$ cat config.mk
export PLATFORM = sky130hd
export DESIGN_NAME = delimited_field_extractor
export DESIGN_NICKNAME = d
export VERILOG_FILES = /design/src/hdl/dfe_pkg.sv /design/src/hdl/dfe_ram.sv /design/src/hdl/dfe_ctrl.sv /design/src/hdl/dfe_datapath.sv /design/src/hdl/delimited_field_extractor.sv
export SDC_FILE = /design/constraint.sdc
export NUM_CORES = 1
export LEC_CHECK = 0
export BUFFER_PORTS_ARGS = -buffer_cell sky130_fd_sc_hd__buf_4
export CAP_MARGIN = 10
export CORE_MARGIN = 2
export CORE_UTILIZATION = 55
export DETAILED_ROUTE_END_ITERATION = 6
export GPL_TIMING_DRIVEN = 0
export HOLD_SLACK_MARGIN = 0.08
export MAX_ROUTING_LAYER = met4
export PLACE_DENSITY_LB_ADDON = 0.25
export SYNTH_ARGS = -nofsm -noshare
export SYNTH_HDL_FRONTEND = slang
export SYNTH_SLANG_ARGS = --single-unit
$ cat constraint.sdc
create_clock -name clk -period 10.7 [get_ports clk]
set_clock_uncertainty 0.05 [all_clocks]
set_input_delay 0.535 -clock clk [delete_from_list [all_inputs] [get_ports clk]]
set_output_delay 0.535 -clock clk [all_outputs]
set_load 0.02 [all_outputs]
$ cat src/hdl/dfe_pkg.sv
package dfe_pkg;

  localparam int unsigned NUM_W   = 16;
  localparam int unsigned LEN_W   = 7;
  localparam int unsigned BYTE_W  = 8;
  localparam int unsigned INDEX_W = 3;
  localparam int unsigned DATA_W  = 16;

  localparam logic [INDEX_W-1:0] REG_FIELD_NUMBER   = 3'd0;
  localparam logic [INDEX_W-1:0] REG_MAX_LENGTH     = 3'd1;
  localparam logic [INDEX_W-1:0] REG_SEPARATOR      = 3'd2;
  localparam logic [INDEX_W-1:0] REG_STRIP_LEADING  = 3'd3;
  localparam logic [INDEX_W-1:0] REG_STRIP_TRAILING = 3'd4;

  localparam logic [NUM_W-1:0]  FIELD_NUMBER_RST = 16'd1;
  localparam logic [LEN_W-1:0]  MAX_LENGTH_RST   = 7'd64;
  localparam logic [BYTE_W-1:0] SEPARATOR_RST    = 8'd124;

  localparam logic [BYTE_W-1:0] CHAR_NUL   = 8'd0;
  localparam logic [BYTE_W-1:0] CHAR_SPACE = 8'd32;
  localparam logic [NUM_W-1:0]  COUNT_SAT  = 16'hFFFF;

  typedef enum logic [1:0] {
    ST_IDLE,
    ST_REL,
    ST_FIN
  } dfe_state_t;

  typedef struct packed {
    logic accept;
    logic rel_step;
    logic fin;
  } dfe_cmd_t;

  typedef struct packed {
    logic slot_free;
    logic rel_req;
    logic rel_last;
  } dfe_sts_t;

endpackage

$ cat src/hdl/dfe_ram.sv
module dfe_ram #(
  parameter int unsigned WIDTH  = 8,
  parameter int unsigned DEPTH  = 64,
  parameter int unsigned ADDR_W = (DEPTH > 1) ? $clog2(DEPTH) : 1
) (
  input  logic              clk,
  input  logic              wr_en,
  input  logic [ADDR_W-1:0] wr_addr,
  input  logic [WIDTH-1:0]  wr_data,
  input  logic              rd_en,
  input  logic [ADDR_W-1:0] rd_addr,
  output logic [WIDTH-1:0]  rd_data
);

  logic [WIDTH-1:0] mem [DEPTH];

  always_ff @(posedge clk) begin
    if (wr_en) begin
      mem[wr_addr] <= wr_data;
    end
    if (rd_en) begin
      rd_data <= mem[rd_addr];
    end
  end

endmodule

$ cat src/hdl/dfe_ctrl.sv
module dfe_ctrl (
  input  logic              clk,
  input  logic              rst_n,
  input  logic              in_valid,
  output logic              in_ready,
  input  dfe_pkg::dfe_sts_t sts,
  output dfe_pkg::dfe_cmd_t cmd
);

  dfe_pkg::dfe_state_t state_r;
  dfe_pkg::dfe_state_t state_nxt;
  logic                accept;

  assign in_ready = (state_r == dfe_pkg::ST_IDLE) && sts.slot_free;
  assign accept   = in_valid && in_ready;

  always_comb begin
    state_nxt = state_r;
    case (state_r)
      dfe_pkg::ST_IDLE: begin
        if (accept && sts.rel_req) begin
          state_nxt = dfe_pkg::ST_REL;
        end
      end
      dfe_pkg::ST_REL: begin
        if (sts.slot_free && sts.rel_last) begin
          state_nxt = dfe_pkg::ST_FIN;
        end
      end
      dfe_pkg::ST_FIN: begin
        if (sts.slot_free) begin
          state_nxt = dfe_pkg::ST_IDLE;
        end
      end
      default: state_nxt = dfe_pkg::ST_IDLE;
    endcase
  end

  always_comb begin
    cmd = '0;
    case (state_r)
      dfe_pkg::ST_IDLE: cmd.accept   = accept;
      dfe_pkg::ST_REL:  cmd.rel_step = sts.slot_free;
      dfe_pkg::ST_FIN:  cmd.fin      = sts.slot_free;
      default:          cmd          = '0;
    endcase
  end

  always_ff @(posedge clk) begin
    if (!rst_n) begin
      state_r <= dfe_pkg::ST_IDLE;
    end else begin
      state_r <= state_nxt;
    end
  end

endmodule

$ cat src/hdl/dfe_datapath.sv
module dfe_datapath #(
  parameter int unsigned MAX_FIELD = 64
) (
  input  logic                          clk,
  input  logic                          rst_n,
  input  logic                          cfg_we,
  input  logic [dfe_pkg::INDEX_W-1:0]   cfg_index,
  input  logic [dfe_pkg::DATA_W-1:0]    cfg_wdata,
  input  logic [dfe_pkg::BYTE_W-1:0]    in_byte,
  input  dfe_pkg::dfe_cmd_t             cmd,
  output dfe_pkg::dfe_sts_t             sts,
  output logic                          out_valid,
  input  logic                          out_ready,
  output logic                          out_has_byte,
  output logic [dfe_pkg::BYTE_W-1:0]    out_field_byte,
  output logic                          out_done_res,
  output logic                          out_found,
  output logic [dfe_pkg::LEN_W-1:0]     out_copied_length
);

  localparam int unsigned AW = (MAX_FIELD > 1) ? $clog2(MAX_FIELD) : 1;
  localparam int unsigned CW = $clog2(MAX_FIELD + 1);
  localparam logic [dfe_pkg::LEN_W-1:0] MAX_LEN   = dfe_pkg::LEN_W'(MAX_FIELD);
  localparam logic [CW-1:0]             HELD_MAX  = CW'(MAX_FIELD);

  // configuration
  logic [dfe_pkg::NUM_W-1:0]  field_number_r;
  logic [dfe_pkg::LEN_W-1:0]  max_length_r;
  logic [dfe_pkg::BYTE_W-1:0] separator_r;
  logic                       strip_leading_r;
  logic                       strip_trailing_r;

  // scan state
  logic [dfe_pkg::NUM_W-1:0]  field_count_r, field_count_nxt;
  logic                       at_start_r, at_start_nxt;
  logic [dfe_pkg::LEN_W-1:0]  copied_r, copied_nxt;
  logic [CW-1:0]              held_r, held_nxt;
  logic                       sent_r, sent_nxt;

  // release walk
  logic [CW-1:0]              rel_cnt_r;
  logic [CW-1:0]              rel_idx_r;
  logic [dfe_pkg::BYTE_W-1:0] saved_r;

  // output register
  logic                       out_valid_r;
  logic                       out_has_byte_r;
  logic [dfe_pkg::BYTE_W-1:0] out_byte_r;
  logic                       out_done_r;
  logic                       out_found_r;
  logic [dfe_pkg::LEN_W-1:0]  out_len_r;

  logic [dfe_pkg::NUM_W-1:0]  fc_plus;
  logic [dfe_pkg::NUM_W-1:0]  fc_sat;
  logic [dfe_pkg::LEN_W-1:0]  limit;
  logic                       is_end;
  logic                       emit_done;
  logic                       emit_found;
  logic                       emit_byte;
  logic                       rel_req;
  logic                       hold_wr;
  logic                       rel_last;
  logic                       load_direct;
  logic                       rd_en;
  logic [AW-1:0]              rd_addr;
  logic [CW-1:0]              rel_idx_inc;
  logic [dfe_pkg::BYTE_W-1:0] ram_rd_data;

  assign fc_plus     = field_count_r + 16'd1;
  assign fc_sat      = (field_count_r == dfe_pkg::COUNT_SAT) ? field_count_r : fc_plus;
  assign limit       = (max_length_r > MAX_LEN) ? MAX_LEN : max_length_r;
  assign is_end      = (in_byte == dfe_pkg::CHAR_NUL) || (in_byte == separator_r);
  assign rel_idx_inc = rel_idx_r + CW'(1);
  assign rel_last    = (rel_idx_inc == rel_cnt_r);

  always_comb begin
    field_count_nxt = field_count_r;
    at_start_nxt    = at_start_r;
    copied_nxt      = copied_r;
    held_nxt        = held_r;
    sent_nxt        = sent_r;
    emit_done       = 1'b0;
    emit_found      = 1'b0;
    emit_byte       = 1'b0;
    rel_req         = 1'b0;
    hold_wr         = 1'b0;
    if (is_end) begin
      if (!sent_r) begin
        field_count_nxt = fc_sat;
        if (fc_sat == field_number_r) begin
          emit_done  = 1'b1;
          emit_found = 1'b1;
          sent_nxt   = 1'b1;
        end else if (in_byte == dfe_pkg::CHAR_NUL) begin
          emit_done = 1'b1;
        end
        held_nxt     = '0;
        copied_nxt   = '0;
        at_start_nxt = 1'b1;
      end
      if (in_byte == dfe_pkg::CHAR_NUL) begin
        field_count_nxt = '0;
        at_start_nxt    = 1'b1;
        copied_nxt      = '0;
        held_nxt        = '0;
        sent_nxt        = 1'b0;
      end
    end else if (!sent_r &&
                 !(at_start_r && (in_byte == dfe_pkg::CHAR_SPACE) && strip_leading_r)) begin
      at_start_nxt = 1'b0;
      if ((field_count_r != dfe_pkg::COUNT_SAT) && (fc_plus == field_number_r) &&
          (copied_r < limit)) begin
        copied_nxt = copied_r + 7'd1;
        if (strip_trailing_r && (in_byte != dfe_pkg::CHAR_NUL) &&
            (in_byte <= dfe_pkg::CHAR_SPACE)) begin
          if (held_r < HELD_MAX) begin
            hold_wr  = 1'b1;
            held_nxt = held_r + CW'(1);
          end
        end else if (held_r != '0) begin
          rel_req  = 1'b1;
          held_nxt = '0;
        end else begin
          emit_byte = 1'b1;
        end
      end
    end
  end

  assign load_direct = cmd.accept && (emit_done || emit_byte);
  assign rd_en       = (cmd.accept && rel_req) || (cmd.rel_step && !rel_last);
  assign rd_addr     = cmd.accept ? '0 : rel_idx_inc[AW-1:0];

  assign sts.slot_free = !out_valid_r || out_ready;
  assign sts.rel_req   = rel_req;
  assign sts.rel_last  = rel_last;

  dfe_ram #(
    .WIDTH (dfe_pkg::BYTE_W),
    .DEPTH (MAX_FIELD)
  ) u_held (
    .clk     (clk),
    .wr_en   (cmd.accept && hold_wr),
    .wr_addr (held_r[AW-1:0]),
    .wr_data (in_byte),
    .rd_en   (rd_en),
    .rd_addr (rd_addr),
    .rd_data (ram_rd_data)
  );

  always_ff @(posedge clk) begin
    if (!rst_n) begin
      field_number_r   <= dfe_pkg::FIELD_NUMBER_RST;
      max_length_r     <= dfe_pkg::MAX_LENGTH_RST;
      separator_r      <= dfe_pkg::SEPARATOR_RST;
      strip_leading_r  <= 1'b1;
      strip_trailing_r <= 1'b1;
    end else if (cfg_we) begin
      case (cfg_index)
        dfe_pkg::REG_FIELD_NUMBER:   field_number_r   <= cfg_wdata;
        dfe_pkg::REG_MAX_LENGTH:     max_length_r     <= cfg_wdata[dfe_pkg::LEN_W-1:0];
        dfe_pkg::REG_SEPARATOR:      separator_r      <= cfg_wdata[dfe_pkg::BYTE_W-1:0];
        dfe_pkg::REG_STRIP_LEADING:  strip_leading_r  <= cfg_wdata[0];
        dfe_pkg::REG_STRIP_TRAILING: strip_trailing_r <= cfg_wdata[0];
        default: ;
      endcase
    end
  end

  always_ff @(posedge clk) begin
    if (!rst_n) begin
      field_count_r <= '0;
      at_start_r    <= 1'b1;
      copied_r      <= '0;
      held_r        <= '0;
      sent_r        <= 1'b0;
      rel_cnt_r     <= '0;
      rel_idx_r     <= '0;
    end else begin
      if (cmd.accept) begin
        field_count_r <= field_count_nxt;
        at_start_r    <= at_start_nxt;
        copied_r      <= copied_nxt;
        held_r        <= held_nxt;
        sent_r        <= sent_nxt;
        if (rel_req) begin
          // snapshot the run length, walk it from entry zero
          rel_cnt_r <= held_r;
          rel_idx_r <= '0;
        end
      end else if (cmd.rel_step) begin
        rel_idx_r <= rel_idx_inc;
      end
    end
  end

  always_ff @(posedge clk) begin
    if (cmd.accept && rel_req) begin
      saved_r <= in_byte;
    end
  end

  always_ff @(posedge clk) begin
    if (!rst_n) begin
      out_valid_r <= 1'b0;
    end else if (load_direct || cmd.rel_step || cmd.fin) begin
      out_valid_r <= 1'b1;
    end else if (out_ready) begin
      out_valid_r <= 1'b0;
    end
  end

  always_ff @(posedge clk) begin
    if (load_direct) begin
      out_has_byte_r <= emit_byte;
      out_byte_r     <= emit_byte ? in_byte : dfe_pkg::CHAR_NUL;
      out_done_r     <= emit_done;
      out_found_r    <= emit_found;
      out_len_r      <= emit_found ? copied_r : '0;
    end else if (cmd.rel_step || cmd.fin) begin
      out_has_byte_r <= 1'b1;
      out_byte_r     <= cmd.fin ? saved_r : ram_rd_data;
      out_done_r     <= 1'b0;
      out_found_r    <= 1'b0;
      out_len_r      <= '0;
    end
  end

  assign out_valid         = out_valid_r;
  assign out_has_byte      = out_has_byte_r;
  assign out_field_byte    = out_byte_r;
  assign out_done_res      = out_done_r;
  assign out_found         = out_found_r;
  assign out_copied_length = out_len_r;

endmodule

$ cat src/hdl/delimited_field_extractor.sv
// Output: a direct result is registered in the cycle after its byte is accepted.
// Throughput: one byte per cycle while the output drains; a byte that releases a
// held run of n bytes keeps the block busy while the run is sent from the held-byte
// memory via its single registered read port, one entry per cycle unless stalled.
// Reset: synchronous, active low; control, configuration, scan and out_valid
// registers reset, scanning restarts; held-byte memory and the rest are left as is.
module delimited_field_extractor #(
  parameter int unsigned MAX_FIELD = 64
) (
  input  logic                          clk,
  input  logic                          rst_n,
  input  logic                          cfg_we,
  input  logic [dfe_pkg::INDEX_W-1:0]   cfg_index,
  input  logic [dfe_pkg::DATA_W-1:0]    cfg_wdata,
  input  logic                          in_valid,
  output logic                          in_ready,
  input  logic [dfe_pkg::BYTE_W-1:0]    in_byte,
  output logic                          out_valid,
  input  logic                          out_ready,
  output logic                          out_has_byte,
  output logic [dfe_pkg::BYTE_W-1:0]    out_field_byte,
  output logic                          out_done_res,
  output logic                          out_found,
  output logic [dfe_pkg::LEN_W-1:0]     out_copied_length
);

  dfe_pkg::dfe_cmd_t cmd;
  dfe_pkg::dfe_sts_t sts;

  dfe_ctrl u_ctrl (
    .clk      (clk),
    .rst_n    (rst_n),
    .in_valid (in_valid),
    .in_ready (in_ready),
    .sts      (sts),
    .cmd      (cmd)
  );

  dfe_datapath #(
    .MAX_FIELD (MAX_FIELD)
  ) u_dp (
    .clk               (clk),
    .rst_n             (rst_n),
    .cfg_we            (cfg_we),
    .cfg_index         (cfg_index),
    .cfg_wdata         (cfg_wdata),
    .in_byte           (in_byte),
    .cmd               (cmd),
    .sts               (sts),
    .out_valid         (out_valid),
    .out_ready         (out_ready),
    .out_has_byte      (out_has_byte),
    .out_field_byte    (out_field_byte),
    .out_done_res      (out_done_res),
    .out_found         (out_found),
    .out_copied_length (out_copied_length)
  );

endmodule
* Word-level counts from Yosys, hierarchy flattened
Memories as Yosys holds them, arrays and structs flattened. A register that Yosys moved wholly into a read port is not among the register bits. Index checks and enable logic that the tools add are counted.
Storage, ports and cells: memories 1, memory bits (writable) 512, logic and storage cells 169, register bits after elaboration 108, input bits 32, output and inout port bits 20
Memories:
- u_dp.u_held.mem | depth 64, bits a word 8, read ports 1, clocked after memory_dff 1, write ports 1, line dfe_ram.sv:15 | logic [WIDTH-1:0] mem [DEPTH];
Cells by class: muxes and demuxes 70, reduce and logical (&&, ||, !) cells 50, magnitude comparators 4, equality and inequality tests 20, $add $sub $neg 4
Operator list (number):
- two-way mux 7 bit | 18
- two-way mux 16 bit | 3
- two-way mux 1 bit | 40
- == test 16 bit | 2
- two-way mux 8 bit | 4
- adder 7 x 1 -> 7 bit (second input constant) | 3
- adder 16 x 1 -> 16 bit (second input constant) | 1
- == test 16 bit (second input constant) | 1
- inequality test 16 bit (second input constant) | 1
- AND reduction 2 bit | 8
- logical AND 1 bit | 15
- nonzero test 2 bit | 5
- AND reduction 3 bit | 3
- == test 8 x 6 -> 1 bit (second input constant) | 1
- == test 8 bit | 1
- <= comparator 8 x 6 -> 1 bit (second input constant) | 1
- logical NOT 8 bit | 1
- nonzero test 8 bit | 1
- == test 7 bit | 1
- greater-than comparator 7 bit (second input constant) | 1
- logical OR 1 bit | 7
- < comparator 7 bit | 1
- < comparator 7 bit (second input constant) | 1
- nonzero test 7 bit | 1
- other kinds (18) | 27

* Longest topological paths before layout
word-level depth 12, mapped depth 13, gate-level depth less buffers 11

* Cells and area by module
From an unflattened synthesis, not the netlist that was laid out.
Second synthesis, totals: cell total of the unflattened synthesis 1679, area total of the unflattened synthesis 26452.9 um^2
By module, submodules not included:
- dfe_ram | area an instance 20246.9 um^2, cells an instance 940, sequential area each 15615.0 um^2, times used 1
- dfe_datapath | area an instance 6083.3 um^2, cells an instance 727, sequential area each 2382.3 um^2, times used 1
- dfe_ctrl | area an instance 122.6 um^2, cells an instance 12, sequential area each 40.0 um^2, times used 1

* Worst setup path before layout
No wires, ideal clock.
path type flip-flop to flip-flop, start point reg u_dp.field_count_r[0] (netlist bit), end point reg u_dp.out_len_r, in the netlist u_dp.out_copied_length[0] (enable), stages on the path, launching flop included 11, setup time 0.375 ns, setup slack 7.046 ns, period minus slack after synthesis 3.654 ns, buffers on the path 2, arrival 3.230 ns, data required time 10.275 ns, cells stage by stage dfxtp_1 ha_1 nand3_1 buf_2 nor3_1 xnor2_1 nand4_1 or4_4 nor4b_4 buf_4 or4_1
Between the ends: cells in the longest elaborated chain, start to end 10, elaborated cells on any way between the ends 17, those cells by class 1 x add/sub; 4 x eq/ne; 7 x mux; 5 x reduce/logical
Ends and longest elaborated chain:
- from (decl) | line dfe_datapath.sv:34 | logic [dfe_pkg::NUM_W-1:0] field_count_r, field_count_nxt;
- from (signal assigned) | line dfe_datapath.sv:181 | field_count_r <= field_count_nxt;
- adder 16 x 1 -> 16 bit | line dfe_datapath.sv:69 | assign fc_plus = field_count_r + 16'd1;
- == test 16 bit | line dfe_datapath.sv:111 | if ((field_count_r != dfe_pkg::COUNT_SAT) && (fc_plus == field_number_r) &&
- logical AND 1 bit (2 in a row) | line dfe_datapath.sv:111
- two-way mux 1 bit | line dfe_datapath.sv:111
- two-way mux 1 bit | line dfe_datapath.sv:108 | end else if (!sent_r &&
- two-way mux 1 bit | line dfe_datapath.sv:87 | if (is_end) begin
- logical OR 1 bit * | line dfe_datapath.sv:130 | assign load_direct = cmd.accept && (emit_done || emit_byte);
- logical AND 1 bit * | line dfe_datapath.sv:130
- nonzero test 2 bit (no source line) *
- to (signal assigned) | line dfe_datapath.sv:219 | out_len_r <= emit_found ? copied_r : '0;
- to (decl) | line dfe_datapath.sv:51 | logic [dfe_pkg::LEN_W-1:0] out_len_r;
Mark *: on every way between the ends. The rest lies on a longest branch, timed or not. A chain may end at the register's enable or synchronous reset.

* Worst setup path in the final report
start point reg u_dp.field_count_r[0] (netlist bit), end point mem u_dp.u_held.mem[36][2] (enable)
Between the ends: cells in the longest elaborated chain, start to end 10, elaborated cells on any way between the ends 11, those cells by class 1 x add/sub; 2 x eq/ne; 5 x mux; 3 x reduce/logical
Ends and longest elaborated chain:
- adder 16 x 1 -> 16 bit | line dfe_datapath.sv:69
- == test 16 bit | line dfe_datapath.sv:111
- logical AND 1 bit * (2 in a row) | line dfe_datapath.sv:111
- two-way mux 1 bit * | line dfe_datapath.sv:111
- two-way mux 1 bit * | line dfe_datapath.sv:108
- two-way mux 1 bit * | line dfe_datapath.sv:87
- logical AND 1 bit * | line dfe_datapath.sv:143 | .wr_en (cmd.accept && hold_wr),
- two-way mux 1 bit * | line dfe_ram.sv:18 | if (wr_en) begin
- two-way mux 1 bit (not written as such) * | line dfe_ram.sv:19 | mem[wr_addr] <= wr_data;
- to (decl) | line dfe_ram.sv:15
Marked as above.

==> impl_metrics.tcl <==
set metrics [dict create \
    n_antenna_cell 0 \
    ys_seq_elements 628 \
    p_per_area_nw_per_um2 173.1 \
    synthFlopType "edfxtp_1" \
    worstPathArrival_ps 5080 \
    peakVddDrop_mv 0.1382 \
    grt.total_usage 0.2956 \
    critPathMaxFanout 10 \
    hold_start "cfg_wdata[2]" \
    cts_buffer_depth 3 \
    reg2reg_from "u_dp.field_count_r[0]" \
    r2r_setup_slack_ps 5790 \
    cts_num_sinks 628 \
    synth_enable_flop_cells 546 \
    cp-end-kind "flop" \
    hpwl_um 48410 \
    slowest_delay_ps 890 \
    io_pins 52 \
    start_util 0.5543 \
    status "finished, final reports clean" \
    die-area_sq_um 50820 \
    syn2layout_area_growth_pct 12.52 \
    place_ws_ps 5961 \
    place.gp.congestion 1.002 \
    cts.repair.resized 0 \
    cap_violations 0 \
    drt_wl_total_um 71840 \
    p_sw_uw 1103 \
    hold_viol_final 0 \
    yosys-top-cells-area "edfxtp_1 (61%), dfxtp_1 (6.1%), mux4_2 (5.8%), nand2_1 (4.3%), a21oi_1 (1.7%)" \
    cts_root_buf "clkbuf_16" \
    path_class "flop to flop" \
    seqPwrFrac 0.511 \
    worst_setup_path_start_kind "flop" \
    switching_share 0.2100 \
    fmax_mhz 203.7 \
    comb_power_share 0.043 \
    finalSetupViolations 0 \
    die_x_um 225.4 \
    ant_nets 0 \
    rsz0062_at_grt "no" \
    antenna_found_initial 1 \
    path_common_cell "nor2_1" \
    crit_path_start "u_dp.field_count_r[0]" \
    synth_cells 1994 \
    yosys_warnings 0 \
    grt_pass1_wl_um 106000 \
    async_flop_share 0 \
    synth.top_cell.area_share 0.6080 \
    final_nets 2156 \
    drt_pre_antenna_iters 6 \
    port_buffers 51 \
    grt_overflow_total 0 \
    synth.largest_area_cell "edfxtp_1" \
    worstMarginPinSlew_ps 1085 \
    numCtsBuffers 66 \
    drive_gt1_frac 0.1431 \
    drc 0 \
    p_leak_uw 0.009874 \
    clk_latency_ps 610 \
    cp_cell_sequence "ha_1, nand3_1, buf_2, a311o_1, a221oi_1, nand4_1, or4_4, nor2_1, nand2_1, clkbuf_1, nor2_1" \
    slew_headroom 0.2739 \
    core_sq_um 48650 \
    cts_tree "built" \
    post_cts_buffers 0 \
    h-tree-depth 3 \
    setup_tns_ps 0 \
    syn_nets 2037 \
    syn_avg_cell_area_sq_um 13.52 \
    hp-class "input port to flop" \
    grt_pass1_vias 17020 \
    avgRoutedWirePerCell_um 25.77 \
    p_clk_frac 0.446 \
    grt_max_degree 72 \
    viasPerCell 6.346 \
    slowest_stage "nor2_1" \
    vias 17690 \
    period_minus_slack_ps 4910 \
    yosys-top-cells-count "edfxtp_1 (546), nand2_1 (307), nor2_1 (102), clkbuf_1 (93), a21oi_1 (91)" \
    yosysMostFrequentCell "edfxtp_1" \
    ys_seq_area_frac 0.6689 \
    fin_ws_ps 5790 \
    rows 81 \
    intPower_uw 4149 \
    synth_area_sq_um 26970 \
    die_h_um 225.4 \
    period_share 0.4589 \
    clk_pin_slew_ps 60 \
    synth.distinct_cells 81 \
    ctsHoldBuffers 0 \
    crit_required_ps 10870 \
    slew_violations 0 \
    drt_iter0_drc 2234 \
]
[per-layer routing]
layer / track usage / vias up / share of wire
li1: - / 7837 / -
met1: 0.3950 / 8799 / 0.41
met3: 0.05541 / 167 / 0.087
met4: 0.1158 / 0 / 0.040
met2: 0.4534 / 889 / 0.47
met5: - / - / 0
[final timing paths]
check / to / cells past startpoint
setup / recovery: u_dp.u_held.mem[36][2] / 11
hold / removal: u_dp.separator_r[2] / 3
setup reg to reg: u_dp.u_held.mem[36][2] / 11
hold reg to reg: u_dp.at_start_r / 1
[metrics by stage]
step	instances	cell area (sq um)	hold WS, ps	total power (uW)	utilization
floorplan	1994	26970	377.4	2846	-
global placement	2667	28130	395.8	2951	0.5782
detailed placement	2667	28130	395.9	2956	0.5782
CTS	2788	30340	114.1	5275	0.6237
global route	2788	30340	132.6	5385	0.6237
finish	2788	30340	131.4	5252	0.6237
[power groups by stage]
stage	logic, uW	clock network (uW)	registers (uW)
after detailed placement	221	0	2740
final	224	2340	2680
after floorplan	103	0	2740
after global placement	216	0	2740
after CTS	222	2370	2680
after global routing	240	2460	2680
[final cells by class]
cell class / instances / area [sq um]
fill: 3617 / 18310
sequential: 628 / 18040
multi-input combinational: 1215 / 8262
clock buffer: 83 / 1747
tap: 622 / 778.2
buffer: 132 / 595.6
clock inverter: 38 / 467.9
timing repair buffer: 51 / 382.9
inverter: 19 / 71.32
[cell usage in the layout, fill, tap and decap left out, drive strengths merged, types with 18 or more instances in the layout]
cell type  instances
edfxtp           546
nand2            307
clkbuf           176
nor2             132
a21oi             91
buf               90
o21ai             88
dfxtp             82
nand3             76
mux4              70
mux2i             41
xnor2             35
a31oi             35
nor3              34
inv               24
clkinv            22
o22ai             20
nand4             19
a211oi            18
or3               18
[critical path: cells and delay by family, from the launching register on]
family	cells	cell delay, ps
AO/OA/AOI/OAI	2	860
flip-flops	1	490
adder cells (fa/ha/maj)	1	310
AND/OR/NAND/NOR	6	2260
buffers and inverters	2	560
[sequential cells by signal (all words and copies together), names as in the netlist, 8 cells and up]
register,flops
u_dp.saved_r,8
u_dp.field_count_r,16
u_dp.field_number_r,16
u_dp.out_field_byte,8
u_dp.u_held.mem,512
u_dp.u_held.rd_data,8
u_dp.separator_r,8
[cells by family (layout without fill, tap and decap cells)]
kind of cell,count (synthesis),in the layout,synth area share
AO/OA/AOI/OAI,360,360,0.08584
XOR/XNOR,52,52,0.01870
adder cells (fa/ha/maj),11,11,0.005104
buffers and inverters,151,323,0.02473
flip-flops,628,628,0.6689
multiplexers,118,118,0.07661
AND/OR/NAND/NOR,674,674,0.1201
Power figures use the tool's default switching activity.
